[src/hw/rtl/pgd_pkg.sv]
// Shared types and constants of the pinch gesture detector.
package pgd_pkg;

    localparam int COORD_W   = 16;
    localparam int DIST_W    = 17;
    localparam int TIME_W    = 32;
    localparam int WCNT_W    = 3;
    localparam int RAD_W     = 33;
    localparam int DIV_N     = 27;
    localparam int DIV_M     = 36;
    localparam int SPEED_W   = 20;
    localparam int SPEED_MUL = 1000;

    localparam logic [15:0]      SCALE_MAX = 16'hFFFF;
    localparam logic [SPEED_W-1:0] SPEED_MAX = 20'hFFFFF;

    typedef enum logic [2:0] {
        MODE_CLEAR    = 3'b001,
        MODE_POSSIBLE = 3'b010,
        MODE_STARTED  = 3'b100
    } t_mode;

    typedef enum logic [1:0] {
        KIND_STARTED    = 2'd0,
        KIND_CONTINUING = 2'd1,
        KIND_FINISHED   = 2'd2,
        KIND_CANCELLED  = 2'd3
    } t_kind;

    typedef struct packed {
        logic [3:0]         point_count;
        logic [COORD_W-1:0] first_x;
        logic [COORD_W-1:0] first_y;
        logic [COORD_W-1:0] second_x;
        logic [COORD_W-1:0] second_y;
        logic               first_lifted;
        logic               second_lifted;
        logic [TIME_W-1:0]  stamp_ms;
    } t_in;

    typedef struct packed {
        logic [1:0]         gesture_kind;
        logic [15:0]        scale_q8;
        logic [SPEED_W-1:0] speed_px_s;
        logic [COORD_W-1:0] center_x;
        logic [COORD_W-1:0] center_y;
        logic [TIME_W-1:0]  out_time_ms;
        logic               saturated;
    } t_out;

    typedef struct packed {
        logic  latch;
        logic  square;
        logic  root_start;
        logic  push;
        logic  push_reset;
        logic  win_clear;
        logic  set_sd;
        logic  div_start;
        logic  cancel;
        t_kind kind;
    } t_cmd;

    typedef struct packed {
        logic              is_two;
        logic              lifted;
        logic [WCNT_W-1:0] wcount;
        logic              dd_gt_min;
        logic              root_done;
        logic              div_done;
    } t_stat;

endpackage

[src/hw/rtl/pinch_gesture_detector.sv]
// Top level of the pinch gesture detector: ports, register file, result buffer.
// A report that gives no result passes through square, bit-serial root and update.
// A result also runs the two 27-step dividers side by side.
// A new report is taken only in idle, once the last one is through.
// A cancelled result skips the dividers.
// Reset (synchronous, active low) returns to clear mode, empties the window, zeroes the threshold.
module pinch_gesture_detector
    import pgd_pkg::*;
#(
    parameter int WINDOW_EVENTS = 4
) (
    input  logic        i_clk,
    input  logic        i_rst_n,
    // report channel
    input  logic        i_in_valid,
    output logic        o_in_ready,
    input  t_in         i_in_data,
    // gesture channel
    output logic        o_out_valid,
    input  logic        i_out_ready,
    output t_out        o_out_data,
    // configuration port
    input  logic        psel,
    input  logic        penable,
    input  logic        pwrite,
    input  logic [2:0]  paddr,
    input  logic [31:0] pwdata,
    output logic [31:0] prdata,
    output logic        pready
);

    t_cmd        cmd;
    t_stat       stat;
    t_out        result;
    logic        out_load;
    logic        out_free;

    logic [15:0] r_min_dist;
    logic        r_out_valid;
    t_out        r_out;

    // Threshold register: the only register, at byte addresses 0 to 3 (paddr[2] low).
    always_ff @(posedge i_clk) begin
        if (!i_rst_n) begin
            r_min_dist <= '0;
        end else if (psel && penable && pwrite && pready && !paddr[2]) begin
            r_min_dist <= pwdata[15:0];
        end
    end

    assign pready = 1'b1;
    assign prdata = paddr[2] ? 32'h0 : {16'h0, r_min_dist};

    // Result buffer: hold a gesture until its transfer, so the next report can start.
    assign out_free = !r_out_valid || i_out_ready;

    always_ff @(posedge i_clk) begin
        if (!i_rst_n) begin
            r_out_valid <= 1'b0;
        end else if (out_load) begin
            r_out_valid <= 1'b1;
        end else if (i_out_ready) begin
            r_out_valid <= 1'b0;
        end
        if (out_load) begin
            r_out <= result;
        end
    end

    assign o_out_valid = r_out_valid;
    assign o_out_data  = r_out;

    pgd_ctrl #(
        .WINDOW_EVENTS (WINDOW_EVENTS)
    ) u_ctrl (
        .i_clk      (i_clk),
        .i_rst_n    (i_rst_n),
        .i_in_valid (i_in_valid),
        .i_out_free (out_free),
        .i_stat     (stat),
        .o_in_ready (o_in_ready),
        .o_out_load (out_load),
        .o_cmd      (cmd)
    );

    pgd_datapath u_datapath (
        .i_clk      (i_clk),
        .i_rst_n    (i_rst_n),
        .i_cmd      (cmd),
        .i_item     (i_in_data),
        .i_min_dist (r_min_dist),
        .o_stat     (stat),
        .o_result   (result)
    );

endmodule

[src/hw/rtl/pgd_isqrt.sv]
// Bit-serial integer square root, one root bit per cycle.
module pgd_isqrt
    import pgd_pkg::*;
(
    input  logic             i_clk,
    input  logic             i_rst_n,
    input  logic             i_start,
    input  logic [RAD_W-1:0] i_radicand,
    output logic             o_done,
    output logic [DIST_W-1:0] o_root
);

    logic [2*DIST_W-1:0] r_rad, n_rad;
    logic [DIST_W+2:0]   r_rem, n_rem;
    logic [DIST_W-1:0]   r_root, n_root;
    logic [4:0]          r_cnt, n_cnt;
    logic                r_busy, n_busy;
    logic                r_done, n_done;
    logic [DIST_W+2:0]   rem_sh;
    logic [DIST_W+2:0]   trial;

    always_comb begin
        rem_sh = {r_rem[DIST_W:0], r_rad[2*DIST_W-1 -: 2]};
        trial  = {1'b0, r_root, 2'b01};
        n_rad  = r_rad;
        n_rem  = r_rem;
        n_root = r_root;
        n_cnt  = r_cnt;
        n_busy = r_busy;
        n_done = 1'b0;
        if (i_start) begin
            n_rad  = {1'b0, i_radicand};
            n_rem  = '0;
            n_root = '0;
            n_cnt  = 5'(DIST_W);
            n_busy = 1'b1;
        end else if (r_busy) begin
            n_rad = {r_rad[2*DIST_W-3:0], 2'b00};
            if (rem_sh >= trial) begin
                n_rem  = rem_sh - trial;
                n_root = {r_root[DIST_W-2:0], 1'b1};
            end else begin
                n_rem  = rem_sh;
                n_root = {r_root[DIST_W-2:0], 1'b0};
            end
            n_cnt = r_cnt - 5'd1;
            if (r_cnt == 5'd1) begin
                n_busy = 1'b0;
                n_done = 1'b1;
            end
        end
    end

    always_ff @(posedge i_clk) begin
        if (!i_rst_n) begin
            r_busy <= 1'b0;
            r_done <= 1'b0;
            r_cnt  <= '0;
        end else begin
            r_busy <= n_busy;
            r_done <= n_done;
            r_cnt  <= n_cnt;
        end
        r_rad  <= n_rad;
        r_rem  <= n_rem;
        r_root <= n_root;
    end

    assign o_done = r_done;
    assign o_root = r_root;

endmodule

[src/hw/rtl/pgd_div.sv]
// Restoring divider, one quotient bit per cycle.
module pgd_div
    import pgd_pkg::*;
(
    input  logic             i_clk,
    input  logic             i_rst_n,
    input  logic             i_start,
    input  logic [DIV_N-1:0] i_dividend,
    input  logic [DIV_M-1:0] i_divisor,
    output logic             o_done,
    output logic [DIV_N-1:0] o_quot
);

    logic [DIV_N-1:0] r_q, n_q;
    logic [DIV_M-1:0] r_rem, n_rem;
    logic [DIV_M-1:0] r_div, n_div;
    logic [4:0]       r_cnt, n_cnt;
    logic             r_busy, n_busy;
    logic             r_done, n_done;
    logic [DIV_M:0]   rem_sh;

    always_comb begin
        rem_sh = {r_rem, r_q[DIV_N-1]};
        n_q    = r_q;
        n_rem  = r_rem;
        n_div  = r_div;
        n_cnt  = r_cnt;
        n_busy = r_busy;
        n_done = 1'b0;
        if (i_start) begin
            n_q    = i_dividend;
            n_rem  = '0;
            n_div  = i_divisor;
            n_cnt  = 5'(DIV_N);
            n_busy = 1'b1;
        end else if (r_busy) begin
            if (rem_sh >= {1'b0, r_div}) begin
                n_rem = DIV_M'(rem_sh - {1'b0, r_div});
                n_q   = {r_q[DIV_N-2:0], 1'b1};
            end else begin
                n_rem = rem_sh[DIV_M-1:0];
                n_q   = {r_q[DIV_N-2:0], 1'b0};
            end
            n_cnt = r_cnt - 5'd1;
            if (r_cnt == 5'd1) begin
                n_busy = 1'b0;
                n_done = 1'b1;
            end
        end
    end

    always_ff @(posedge i_clk) begin
        if (!i_rst_n) begin
            r_busy <= 1'b0;
            r_done <= 1'b0;
            r_cnt  <= '0;
        end else begin
            r_busy <= n_busy;
            r_done <= n_done;
            r_cnt  <= n_cnt;
        end
        r_q   <= n_q;
        r_rem <= n_rem;
        r_div <= n_div;
    end

    assign o_done = r_done;
    assign o_quot = r_q;

endmodule

[src/hw/rtl/pgd_datapath.sv]
// Window state, distance, scale and speed datapath.
module pgd_datapath
    import pgd_pkg::*;
(
    input  logic        i_clk,
    input  logic        i_rst_n,
    input  t_cmd        i_cmd,
    input  t_in         i_item,
    input  logic [15:0] i_min_dist,
    output t_stat       o_stat,
    output t_out        o_result
);

    t_in                r_item;
    logic [COORD_W-1:0] r_dx, r_dy;
    logic [2*COORD_W-1:0] r_sqx, r_sqy;
    logic [DIST_W-1:0]  r_dist;
    logic [WCNT_W-1:0]  r_wcount;
    logic [DIST_W-1:0]  r_wfd;
    logic [TIME_W-1:0]  r_wft;
    logic [DIST_W-1:0]  r_sd;
    logic [COORD_W-1:0] r_lp [4];

    logic [COORD_W-1:0] sel_ax, sel_ay, sel_bx, sel_by;
    logic [DIST_W-1:0]  root;
    logic               root_done;
    logic [DIST_W-1:0]  dd;
    logic [TIME_W-1:0]  dt;
    logic [DIV_N-1:0]   speed_num;
    logic [DIV_N-1:0]   scale_quot, speed_quot;
    logic               scale_done, speed_done;
    logic [COORD_W:0]   sum_x, sum_y;

    // Distance is taken from the new points, or from the held ones when
    // the report has no pair.
    always_comb begin
        if (i_item.point_count == 4'd2) begin
            sel_ax = i_item.first_x;
            sel_ay = i_item.first_y;
            sel_bx = i_item.second_x;
            sel_by = i_item.second_y;
        end else begin
            sel_ax = r_lp[0];
            sel_ay = r_lp[1];
            sel_bx = r_lp[2];
            sel_by = r_lp[3];
        end
    end

    assign dd        = (r_wfd > r_dist) ? r_wfd - r_dist : r_dist - r_wfd;
    assign dt        = r_item.stamp_ms - r_wft;
    assign speed_num = DIV_N'(dd) * DIV_N'(SPEED_MUL);

    always_ff @(posedge i_clk) begin
        if (i_cmd.latch) begin
            r_item <= i_item;
            r_dx   <= (sel_ax > sel_bx) ? sel_ax - sel_bx : sel_bx - sel_ax;
            r_dy   <= (sel_ay > sel_by) ? sel_ay - sel_by : sel_by - sel_ay;
        end
        if (i_cmd.square) begin
            r_sqx <= r_dx * r_dx;
            r_sqy <= r_dy * r_dy;
        end
        if (root_done) begin
            r_dist <= root;
        end
        if (i_cmd.push) begin
            r_lp[0] <= r_item.first_x;
            r_lp[1] <= r_item.first_y;
            r_lp[2] <= r_item.second_x;
            r_lp[3] <= r_item.second_y;
        end
    end

    always_ff @(posedge i_clk) begin
        if (!i_rst_n) begin
            r_wcount <= '0;
            r_wfd    <= '0;
            r_wft    <= '0;
            r_sd     <= '0;
        end else begin
            if (i_cmd.push && i_cmd.push_reset) begin
                r_wfd <= r_dist;
                r_wft <= r_item.stamp_ms;
            end
            if (i_cmd.set_sd) begin
                r_sd <= i_cmd.push_reset ? r_dist : r_wfd;
            end
            if (i_cmd.win_clear) begin
                r_wcount <= '0;
            end else if (i_cmd.push) begin
                r_wcount <= i_cmd.push_reset ? WCNT_W'(1) : r_wcount + WCNT_W'(1);
            end
        end
    end

    pgd_isqrt u_isqrt (
        .i_clk      (i_clk),
        .i_rst_n    (i_rst_n),
        .i_start    (i_cmd.root_start),
        .i_radicand ({1'b0, r_sqx} + {1'b0, r_sqy}),
        .o_done     (root_done),
        .o_root     (root)
    );

    pgd_div u_div_scale (
        .i_clk      (i_clk),
        .i_rst_n    (i_rst_n),
        .i_start    (i_cmd.div_start),
        .i_dividend (DIV_N'({r_dist, 8'h00})),
        .i_divisor  (DIV_M'(r_sd)),
        .o_done     (scale_done),
        .o_quot     (scale_quot)
    );

    pgd_div u_div_speed (
        .i_clk      (i_clk),
        .i_rst_n    (i_rst_n),
        .i_start    (i_cmd.div_start),
        .i_dividend (speed_num),
        .i_divisor  ({dt, 4'h0}),
        .o_done     (speed_done),
        .o_quot     (speed_quot)
    );

    assign sum_x = {1'b0, r_lp[0]} + {1'b0, r_lp[2]};
    assign sum_y = {1'b0, r_lp[1]} + {1'b0, r_lp[3]};

    always_comb begin
        o_result             = '0;
        o_result.out_time_ms = r_item.stamp_ms;
        if (i_cmd.cancel) begin
            o_result.gesture_kind = KIND_CANCELLED;
        end else begin
            o_result.gesture_kind = i_cmd.kind;
            o_result.center_x     = sum_x[COORD_W:1];
            o_result.center_y     = sum_y[COORD_W:1];
            if (r_sd == '0) begin
                o_result.scale_q8  = SCALE_MAX;
                o_result.saturated = 1'b1;
            end else if (scale_quot > DIV_N'(SCALE_MAX)) begin
                o_result.scale_q8 = SCALE_MAX;
            end else begin
                o_result.scale_q8 = scale_quot[15:0];
            end
            if (dt == '0) begin
                o_result.speed_px_s = SPEED_MAX;
                o_result.saturated  = 1'b1;
            end else if (speed_quot > DIV_N'(SPEED_MAX)) begin
                o_result.speed_px_s = SPEED_MAX;
            end else begin
                o_result.speed_px_s = speed_quot[SPEED_W-1:0];
            end
        end
    end

    always_comb begin
        o_stat           = '0;
        o_stat.is_two    = (r_item.point_count == 4'd2);
        o_stat.lifted    = r_item.first_lifted | r_item.second_lifted;
        o_stat.wcount    = r_wcount;
        o_stat.dd_gt_min = (dd > DIST_W'(i_min_dist));
        o_stat.root_done = root_done;
        o_stat.div_done  = scale_done & speed_done;
    end

endmodule

[src/hw/rtl/pgd_ctrl.sv]
// Sequencer and gesture mode controller.
module pgd_ctrl
    import pgd_pkg::*;
#(
    parameter int WINDOW_EVENTS = 4
) (
    input  logic  i_clk,
    input  logic  i_rst_n,
    input  logic  i_in_valid,
    input  logic  i_out_free,
    input  t_stat i_stat,
    output logic  o_in_ready,
    output logic  o_out_load,
    output t_cmd  o_cmd
);

    typedef enum logic [7:0] {
        S_IDLE      = 8'b0000_0001,
        S_SQUARE    = 8'b0000_0010,
        S_ROOT_GO   = 8'b0000_0100,
        S_ROOT_WAIT = 8'b0000_1000,
        S_EVAL      = 8'b0001_0000,
        S_DIV_GO    = 8'b0010_0000,
        S_DIV_WAIT  = 8'b0100_0000,
        S_OUT       = 8'b1000_0000
    } t_state;

    localparam logic [3:0] WIN = 4'(WINDOW_EVENTS);

    t_state r_state, n_state;
    t_mode  r_mode, n_mode;
    t_kind  r_kind, n_kind;
    logic   r_cancel, n_cancel;

    logic [3:0] wc;
    logic       reset_w;
    logic [3:0] wc_after;
    logic       full;
    logic       emit;

    assign wc       = {1'b0, i_stat.wcount};
    assign reset_w  = (wc == 4'd0) || (wc >= WIN);
    assign wc_after = reset_w ? 4'd1 : wc + 4'd1;
    assign full     = (wc + 4'd1) >= WIN;

    always_comb begin
        n_state         = r_state;
        n_mode          = r_mode;
        n_kind          = r_kind;
        n_cancel        = r_cancel;
        emit            = 1'b0;
        o_cmd           = '0;
        o_cmd.kind      = r_kind;
        o_cmd.cancel    = r_cancel;
        o_cmd.push_reset = reset_w;
        o_in_ready      = (r_state == S_IDLE);
        o_out_load      = 1'b0;
        case (r_state)
            S_IDLE: begin
                if (i_in_valid) begin
                    o_cmd.latch = 1'b1;
                    n_state     = S_SQUARE;
                end
            end
            S_SQUARE: begin
                o_cmd.square = 1'b1;
                n_state      = S_ROOT_GO;
            end
            S_ROOT_GO: begin
                o_cmd.root_start = 1'b1;
                n_state          = S_ROOT_WAIT;
            end
            S_ROOT_WAIT: begin
                if (i_stat.root_done) begin
                    n_state = S_EVAL;
                end
            end
            S_EVAL: begin
                n_cancel = 1'b0;
                case (r_mode)
                    MODE_CLEAR: begin
                        if (i_stat.is_two) begin
                            o_cmd.push = 1'b1;
                            n_mode     = MODE_POSSIBLE;
                        end
                    end
                    MODE_POSSIBLE: begin
                        if (!i_stat.is_two || i_stat.lifted) begin
                            o_cmd.win_clear = 1'b1;
                            n_mode          = MODE_CLEAR;
                        end else begin
                            o_cmd.push = 1'b1;
                            if (full) begin
                                o_cmd.win_clear = 1'b1;
                                if (i_stat.dd_gt_min) begin
                                    o_cmd.set_sd = 1'b1;
                                    emit         = 1'b1;
                                    n_kind       = KIND_STARTED;
                                    n_mode       = MODE_STARTED;
                                end else begin
                                    n_mode = MODE_CLEAR;
                                end
                            end
                        end
                    end
                    MODE_STARTED: begin
                        if (!i_stat.is_two) begin
                            // Finish from the held window; an empty one cancels.
                            emit            = 1'b1;
                            n_kind          = KIND_FINISHED;
                            n_cancel        = (wc == 4'd0);
                            o_cmd.win_clear = 1'b1;
                            n_mode          = MODE_CLEAR;
                        end else if (i_stat.lifted) begin
                            o_cmd.push      = 1'b1;
                            emit            = 1'b1;
                            n_kind          = KIND_FINISHED;
                            o_cmd.win_clear = 1'b1;
                            n_mode          = MODE_CLEAR;
                        end else begin
                            o_cmd.push = 1'b1;
                            if (wc_after >= WIN) begin
                                emit            = 1'b1;
                                n_kind          = KIND_CONTINUING;
                                o_cmd.win_clear = 1'b1;
                            end
                        end
                    end
                    default: begin
                        n_mode = MODE_CLEAR;
                    end
                endcase
                if (!emit) begin
                    n_state = S_IDLE;
                end else if (n_cancel) begin
                    n_state = S_OUT;
                end else begin
                    n_state = S_DIV_GO;
                end
            end
            S_DIV_GO: begin
                o_cmd.div_start = 1'b1;
                n_state         = S_DIV_WAIT;
            end
            S_DIV_WAIT: begin
                if (i_stat.div_done) begin
                    n_state = S_OUT;
                end
            end
            S_OUT: begin
                if (i_out_free) begin
                    o_out_load = 1'b1;
                    n_state    = S_IDLE;
                end
            end
            default: begin
                n_state = S_IDLE;
            end
        endcase
    end

    always_ff @(posedge i_clk) begin
        if (!i_rst_n) begin
            r_state  <= S_IDLE;
            r_mode   <= MODE_CLEAR;
            r_kind   <= KIND_STARTED;
            r_cancel <= 1'b0;
        end else begin
            r_state  <= n_state;
            r_mode   <= n_mode;
            r_kind   <= n_kind;
            r_cancel <= n_cancel;
        end
    end

endmodule
[config.mk]
export PLATFORM = sky130hd
export DESIGN_NAME = pinch_gesture_detector
export DESIGN_NICKNAME = d
export VERILOG_FILES = /design/src/hw/rtl/pgd_pkg.sv /design/src/hw/rtl/pinch_gesture_detector.sv /design/src/hw/rtl/pgd_isqrt.sv /design/src/hw/rtl/pgd_div.sv /design/src/hw/rtl/pgd_datapath.sv /design/src/hw/rtl/pgd_ctrl.sv
export SDC_FILE = /design/constraint.sdc
export NUM_CORES = 2
export LEC_CHECK = 0
export BUFFER_PORTS_ARGS = -buffer_cell sky130_fd_sc_hd__buf_2
export CAP_MARGIN = 20
export CELL_PAD_IN_SITES_DETAIL_PLACEMENT = 0
export CELL_PAD_IN_SITES_GLOBAL_PLACEMENT = 1
export CORE_AREA = 10 10 348 350
export CTS_CLUSTER_DIAMETER = 100
export DETAILED_ROUTE_END_ITERATION = 8
export DIE_AREA = 0 0 358 360
export PLACE_DENSITY = 0.89
export SLEW_MARGIN = 20
export SYNTH_ARGS = -nofsm -noshare
export SYNTH_HDL_FRONTEND = slang
export SYNTH_SLANG_ARGS = --single-unit
[constraint.sdc]
create_clock -name i_clk -period 8.65 [get_ports i_clk]
set_clock_uncertainty 0.1 [all_clocks]
set_input_delay 0.865 -clock i_clk [delete_from_list [all_inputs] [get_ports i_clk]]
set_output_delay 0.865 -clock i_clk [all_outputs]
set_load 0.03 [all_outputs]
# [Word level (Yosys, flattened, before mapping)]
# Memories as Yosys holds them, arrays and structs flattened.
# Index checks and enable logic that the tools add are counted.
[op_classes] magnitude_cmp=12 n_addsub=18 multipliers=3 eq_ne=27 reduce_logical=28 n_bitwise=6 n_mux=100
[ops] operator="16-bit two-way mux" count=9
[ops] operator="36-bit two-way mux" count=2
[ops] operator="33-bit two-way mux" count=2
[ops] operator="16-bit by 16-bit multiplier with 32-bit output" count=2
[ops] operator="8-bit one-hot mux with 8 select lines" count=1
[ops] operator="16-bit subtractor" count=4
[ops] operator="27-bit two-way mux" count=2
[ops] operator="25-bit two-way mux" count=2
[ops] operator="8-bit two-way mux" count=6
[ops] operator="1-bit two-way mux" count=44
[ops] operator="20-bit two-way mux" count=2
[ops] operator="37-bit by 17-bit >= comparator with 1-bit output" count=1
[ops] operator="37-bit by 36-bit >= comparator with 1-bit output" count=1
[ops] operator="36-bit by 17-bit subtractor with 36-bit output" count=1
[ops] operator="36-bit subtractor" count=1
[ops] operator="16-bit by 16-bit adder with 17-bit output" count=2
[ops] operator="17-bit two-way mux" count=2
[ops] operator="17-bit subtractor" count=2
[ops] operator="32-bit by 32-bit adder with 33-bit output" count=1
[ops] operator="16-bit greater-than comparator" count=2
[ops] operator="32-bit logical NOT" count=1
[ops] operator="32-bit subtractor" count=1
[ops] operator="5-bit two-way mux" count=6
[ops] operator="27-bit by 16-bit greater-than comparator with 1-bit output (second input constant)" count=1
[ops] operator="other kinds (49)" count=96
[word_totals] mem_bits_rw=64 ff_bits=683 memories=1 inputBits=144
[mem_list] name="u_datapath.r_lp" depth=4 word_bits=16 rd=4 rd_clocked_by_memory_dff=0 wr=4 line="pgd_datapath.sv:22" rtl="logic [COORD_W-1:0] r_lp [4];"

# [Logic depth before layout (Yosys ltp)]
[logic_depth] ltp_word=11 depth_mapped=35

# [Cells and area by module]
# A second synthesis with hierarchy kept.
[unflattened] hier_cells=6112 hier_area_um2=61166.2
[by_module_without_submodules] module="pgd_datapath" area_per_inst_um2=39167.6 n_inst=1 cells_each=4040
[by_module_without_submodules] module="pgd_div" area_per_inst_um2=6359.8 n_inst=2 cells_each=659
[by_module_without_submodules] module="pgd_isqrt" area_per_inst_um2=4252.8 n_inst=1 cells_each=417
[by_module_without_submodules] module="pinch_gesture_detector" area_per_inst_um2=4042.6 n_inst=1 cells_each=214
[by_module_without_submodules] module="pgd_ctrl" area_per_inst_um2=983.4 n_inst=1 cells_each=123

# [Least setup slack after synthesis]
# OpenSTA, ideal clock, no wires.
[synth_timing] kind="register to register" from="reg u_datapath.r_wfd[3]" to="reg u_datapath.u_div_speed.r_q[25] (netlist: u_datapath.u_div_speed.o_quot[25]), data pin" path_stages_with_launch=34 slack_ns=0.936 required_time_ns=8.283 arrival_time_ns=7.347 cell_sequence="dfxtp_1 > inv_1 > ha_1 > clkbuf_1 > a21oi_1 > a311oi_1 > nor4_1 > a2111o_1 > nand2_1 > buf_2 > and2_1 > o311ai_0 > a221oi_1 > o21a_1 > o22ai_1 > a21oi_1 > xnor2_1 > ha_1 > inv_1 > fa_1 > inv_1 > fa_1 > inv_1 > fa_1 > inv_1 > ha_1 > clkbuf_1 > and3_1 > a2111oi_0 > nor2_1 > or4_1 > a31oi_1 > xor2_1 > o21ai_0"
[synth_between] elab_chain_cells=4 elab_cells_between_ends=6 cone_classes="add/sub (2); mul (1); order compare (1); mux (2)"
[synth_rtl] element="start: declaration" line="pgd_datapath.sv:19" rtl="logic [DIST_W-1:0] r_wfd;"
[synth_rtl] element="start signal: assignment" line="pgd_datapath.sv:83" rtl="r_wfd <= r_dist;"
[synth_rtl] element="17-bit subtractor / 17-bit greater-than comparator (equally long branches)" line="pgd_datapath.sv:50" rtl="assign dd = (r_wfd > r_dist) ? r_wfd - r_dist : r_dist - r_wfd;"
[synth_rtl] element="17-bit two-way mux *" line="pgd_datapath.sv:50"
[synth_rtl] element="17-bit by 7-bit multiplier with 24-bit output *" line="pgd_datapath.sv:52" rtl="assign speed_num = DIV_N'(dd) * DIV_N'(SPEED_MUL);"
[synth_rtl] element="27-bit two-way mux *" line="pgd_div.sv:30" rtl="if (i_start) begin"
[synth_rtl] element="via u_datapath.u_div_speed.n_q[25]" line="pgd_div.sv:14" rtl="logic [DIV_N-1:0] r_q, n_q;"
[synth_rtl] element="end signal: assignment" line="pgd_div.sv:62" rtl="r_q <= n_q;"
[synth_rtl] element="end: declaration" line="pgd_div.sv:14"
# The timed path passes the listed nets; every way through them passes the cells marked *.
# A chain may end at the register's enable or synchronous reset.

# [Worst setup path in the final report]
[layout_timing] from="reg u_datapath.r_dist[3]" to="reg u_datapath.u_div_speed.r_q[25] (netlist: u_datapath.u_div_speed.o_quot[25]), data pin"
[layout_between] elab_chain_cells=4 elab_cells_between_ends=6 cone_classes="add/sub (2); mul (1); order compare (1); mux (2)"
[layout_rtl] element="start: declaration" line="pgd_datapath.sv:17" rtl="logic [DIST_W-1:0] r_dist;"
[layout_rtl] element="start signal: assignment" line="pgd_datapath.sv:65" rtl="r_dist <= root;"
[layout_rtl] element="17-bit subtractor / 17-bit greater-than comparator (equally long branches)" line="pgd_datapath.sv:50"
[layout_rtl] element="17-bit two-way mux *" line="pgd_datapath.sv:50"
[layout_rtl] element="17-bit by 7-bit multiplier with 24-bit output *" line="pgd_datapath.sv:52"
[layout_rtl] element="27-bit two-way mux *" line="pgd_div.sv:30"
[layout_rtl] element="via u_datapath.u_div_speed.n_q[25]" line="pgd_div.sv:14"
# Marks and branches as above.

==> metrics.yaml <==
run_status:
  status: "finished, final reports clean"
synthesis:
  yosysWarnings: 0
  syn_inst: 5687
  syn_area_sq_um: 56600
  synth_xor_area_share_pct: 4.48
  synth_area_leaders: "edfxtp_1, fa_1, ha_1"
  ys.flop_type: "edfxtp_1"
  yosysUniqueCellTypes: 95
  synth-edff-count: 503
  yosysSeqAreaShare_pct: 35.2
  synthArstFlopShare_pct: 0
  synth_area_per_cell_sq_um: 9.96
  synthAdderAreaFrac_pct: 25.3
  synth_top_family_by_area: "adder cells"
  yosys.area_share.simple_pct: 12.7
  netlist.area_leader.share_pct: 26.7
  synthMuxAreaShare_pct: 3.33
  ys_ff_latch: 745
  yosysTopAreaCell: "edfxtp_1"
  synth_compound_area_share_pct: 12.2
timing:
  maxSlewHeadroom_pct: 28.7
  final_max_slew_viol_count: 0
  hold_viol: 0
  fmax_ghz: 0.125
  timing.final.crit_share_pct: 92.8
  fin_crit_ns: 8.03
  setup_tns_ns: 0
  hold_ws_ns: 0.251
  tightestPinTransition_ns: 1.07
  report.final.setup_viol: 0
floorplan:
  std_cell_rows: 124
  core-area_sq_um: 114000
  die_w_um: 358
  io_pins: 282
  initial_core_util_pct: 49.7
  dieArea_sq_um: 129000
  die_h_um: 360
critical_path:
  required_ns: 8.96
  cp_num_cells: 29
  cp-start-kind: "flop"
  slowest_stage: "fa_1"
  reg2reg_depth: 29
  criticalPathCategory: "reg -> reg"
  cp_top_family: "adder cells"
  critPathBufInv: 4
  crit_path_frequent_cell: "inv_1"
  endpoint_kind: "flop"
  crit_arrival_ns: 8.34
  worst-path-max-fanout: 11
  cpPeakStageDelay_ns: 0.54
  reg2reg_slack_ns: 0.62
detailed_routing:
  ant_nets: 0
  wl_per_cell_um: 17.3
  first_pass_iters: 5
  vias_per_cell: 5.40
  post-route-drc-count: 0
  wl_mm: 129
  drt_iter0_drc: 2171
  via_count: 40300
grt:
  grt_max_degree: 111
  first_global_vias: 41200
  antenna_found_initial: 4
  grtUsageTotal_pct: 19.7
  grt_pass1_wl_mm: 210
  grt-ovfl-total: 0
cts:
  cts_buffer_depth: 3
  cts_hold_repair.buffers: 0
  clk_pin_slew_ns: 0.06
  clockRootBuffer: "clkbuf_16"
  cts_max_level: 3
  cts_setup_buffers: 0
  cts_buffers: 84
  clk_latency_ns: 0.69
  cts_tree: "done"
  clock_sinks: 745
  cts_resized: 0
finish:
  fin_area_sq_um: 62500
  area_growth_pct: 10.4
  drive_above_1_share_pct: 9.26
  final_nets: 6931
  num_antenna_cells: 0
power_and_ir_drop:
  cellPowerDensity_nw_per_um2: 445
  power_leakage_nw: 27.5
  design_power_total_mw: 27.8
  ir_drop_v: 0.000897
job:
  max_cap_violations: 0
worst_hold_path:
  min_path_cells: 1
  hp-class: "in -> reg"
placement:
  hpwl_mm: 98.5
  gp_congestion: 0.867
  portBuffers: 246
  place_area_sq_um: 59400
==> power breakdown <==
group          internal [mW]  total, mW  switching [mW]
combinational           8.22       18.6            10.4
sequential              5.06       5.29           0.230
clock                   2.29       3.86            1.57
total                   15.6       27.8            12.2
==> flip-flops by register name, indices dropped and copies added, names as in the netlist, 31 cells and up <==
name                          flops
o_out_data                      103
u_datapath.r_item                70
u_datapath.r_lp                  64
u_datapath.u_div_scale.r_rem     36
u_datapath.u_div_speed.r_rem     36
u_datapath.u_isqrt.r_rad         34
u_datapath.o_result              32
u_datapath.r_wft                 32
u_datapath.u_div_speed.r_div     32
u_datapath.r_sqx                 31
u_datapath.r_sqy                 31
==> worst reg2reg max path: cells and delay by family, from the launching register on <==
family                     cells  cell delay (ns)
adders and majority gates      6             2.65
AOI/OAI and AO/OA             10             2.64
and+or+nand+nor                7             1.45
DFF                            1             0.42
xor gates and xnor gates       2             0.29
buffers and inverters          4             0.20
==> final cells by class <==
class	instances	area (sq um)
Clock buffer	99	2220
Clock inverter	58	808
Fill cell	10000	51400
Inverter	754	2830
Multi-Input combinational cell	3983	33000
Sequential cell	745	20000
Tap cell	1512	1890
Timing Repair Buffer	310	1760
==> routing by layer <==
layer	wire length [um]	vias to the layer above	part of all wire [%]	GRT usage [%]
li1	-	19800	-	-
met5	29	-	0.022	0
met4	3640	6	2.8	5.89
met1	55000	19600	43	24.4
met3	5370	194	4.2	2.74
met2	64900	748	50	35.2
==> synthesized netlist by cell type, types with 166 or more instances <==
cell type / number
xnor2_1: 194
ha_1: 520
mux2i_1: 175
nor2_1: 325
clkbuf_1: 166
nand2_1: 503
fa_1: 389
o21ai_0: 290
inv_1: 752
a21oi_1: 262
edfxtp_1: 503
dfxtp_1: 242
==> path summary, 6_finish.rpt <==
kind	startpoint	end
worst max register to register	u_datapath.r_dist[3]	u_datapath.u_div_speed.o_quot[25]
worst min-delay path	i_in_data[3]	u_datapath.o_result[4]
worst min register to register	u_datapath.r_item[78]	u_datapath.r_lp[1][12]
worst max-delay path	u_datapath.r_dist[3]	u_datapath.u_div_speed.o_quot[25]
==> per-stage QoR <==
stage,instances,worst slack (ns),utilization [%]
4_1_cts,7459,0.308,54.8
3_3_place_gp,7302,0.399,52.2
3_5_place_dp,7302,0.327,52.2
2_1_floorplan,5702,0.936,-
6_report,7461,0.625,54.9
5_1_grt,7461,-0.00272,54.9
==> placed cells by master, fill, tap and decap left out, types with 28 or more instances in the layout <==
master,n
ha_1,519
nor3_1,111
nor2_1,323
nand3_1,86
a21boi_0,94
nand2b_1,55
xor2_1,91
clkbuf_16,85
buf_4,62
edfxtp_1,503
o21a_1,35
a21o_1,134
dfxtp_1,238
mux2i_1,175
a21oi_1,262
o21bai_1,38
and2_1,131
nand2_1,503
xnor2_1,194
and3_1,30
nor2b_1,63
nand4_1,43
o21ai_0,290
fa_1,389
or3_1,31
a211oi_1,41
inv_1,750
buf_2,245
a31oi_1,28
==> cells by family (layout without fill, tap and decap cells) <==
logic type,after synthesis,in the layout
XOR/XNOR,287,287
other,2,17
multiplexers,187,187
adder cells (fa/ha/maj),912,912
flip-flops,745,745
AO/OA/AOI/OAI,1080,1080
buffers and inverters,974,1221
AND/OR/NAND/NOR,1500,1500
Power figures use the tool's default switching activity.
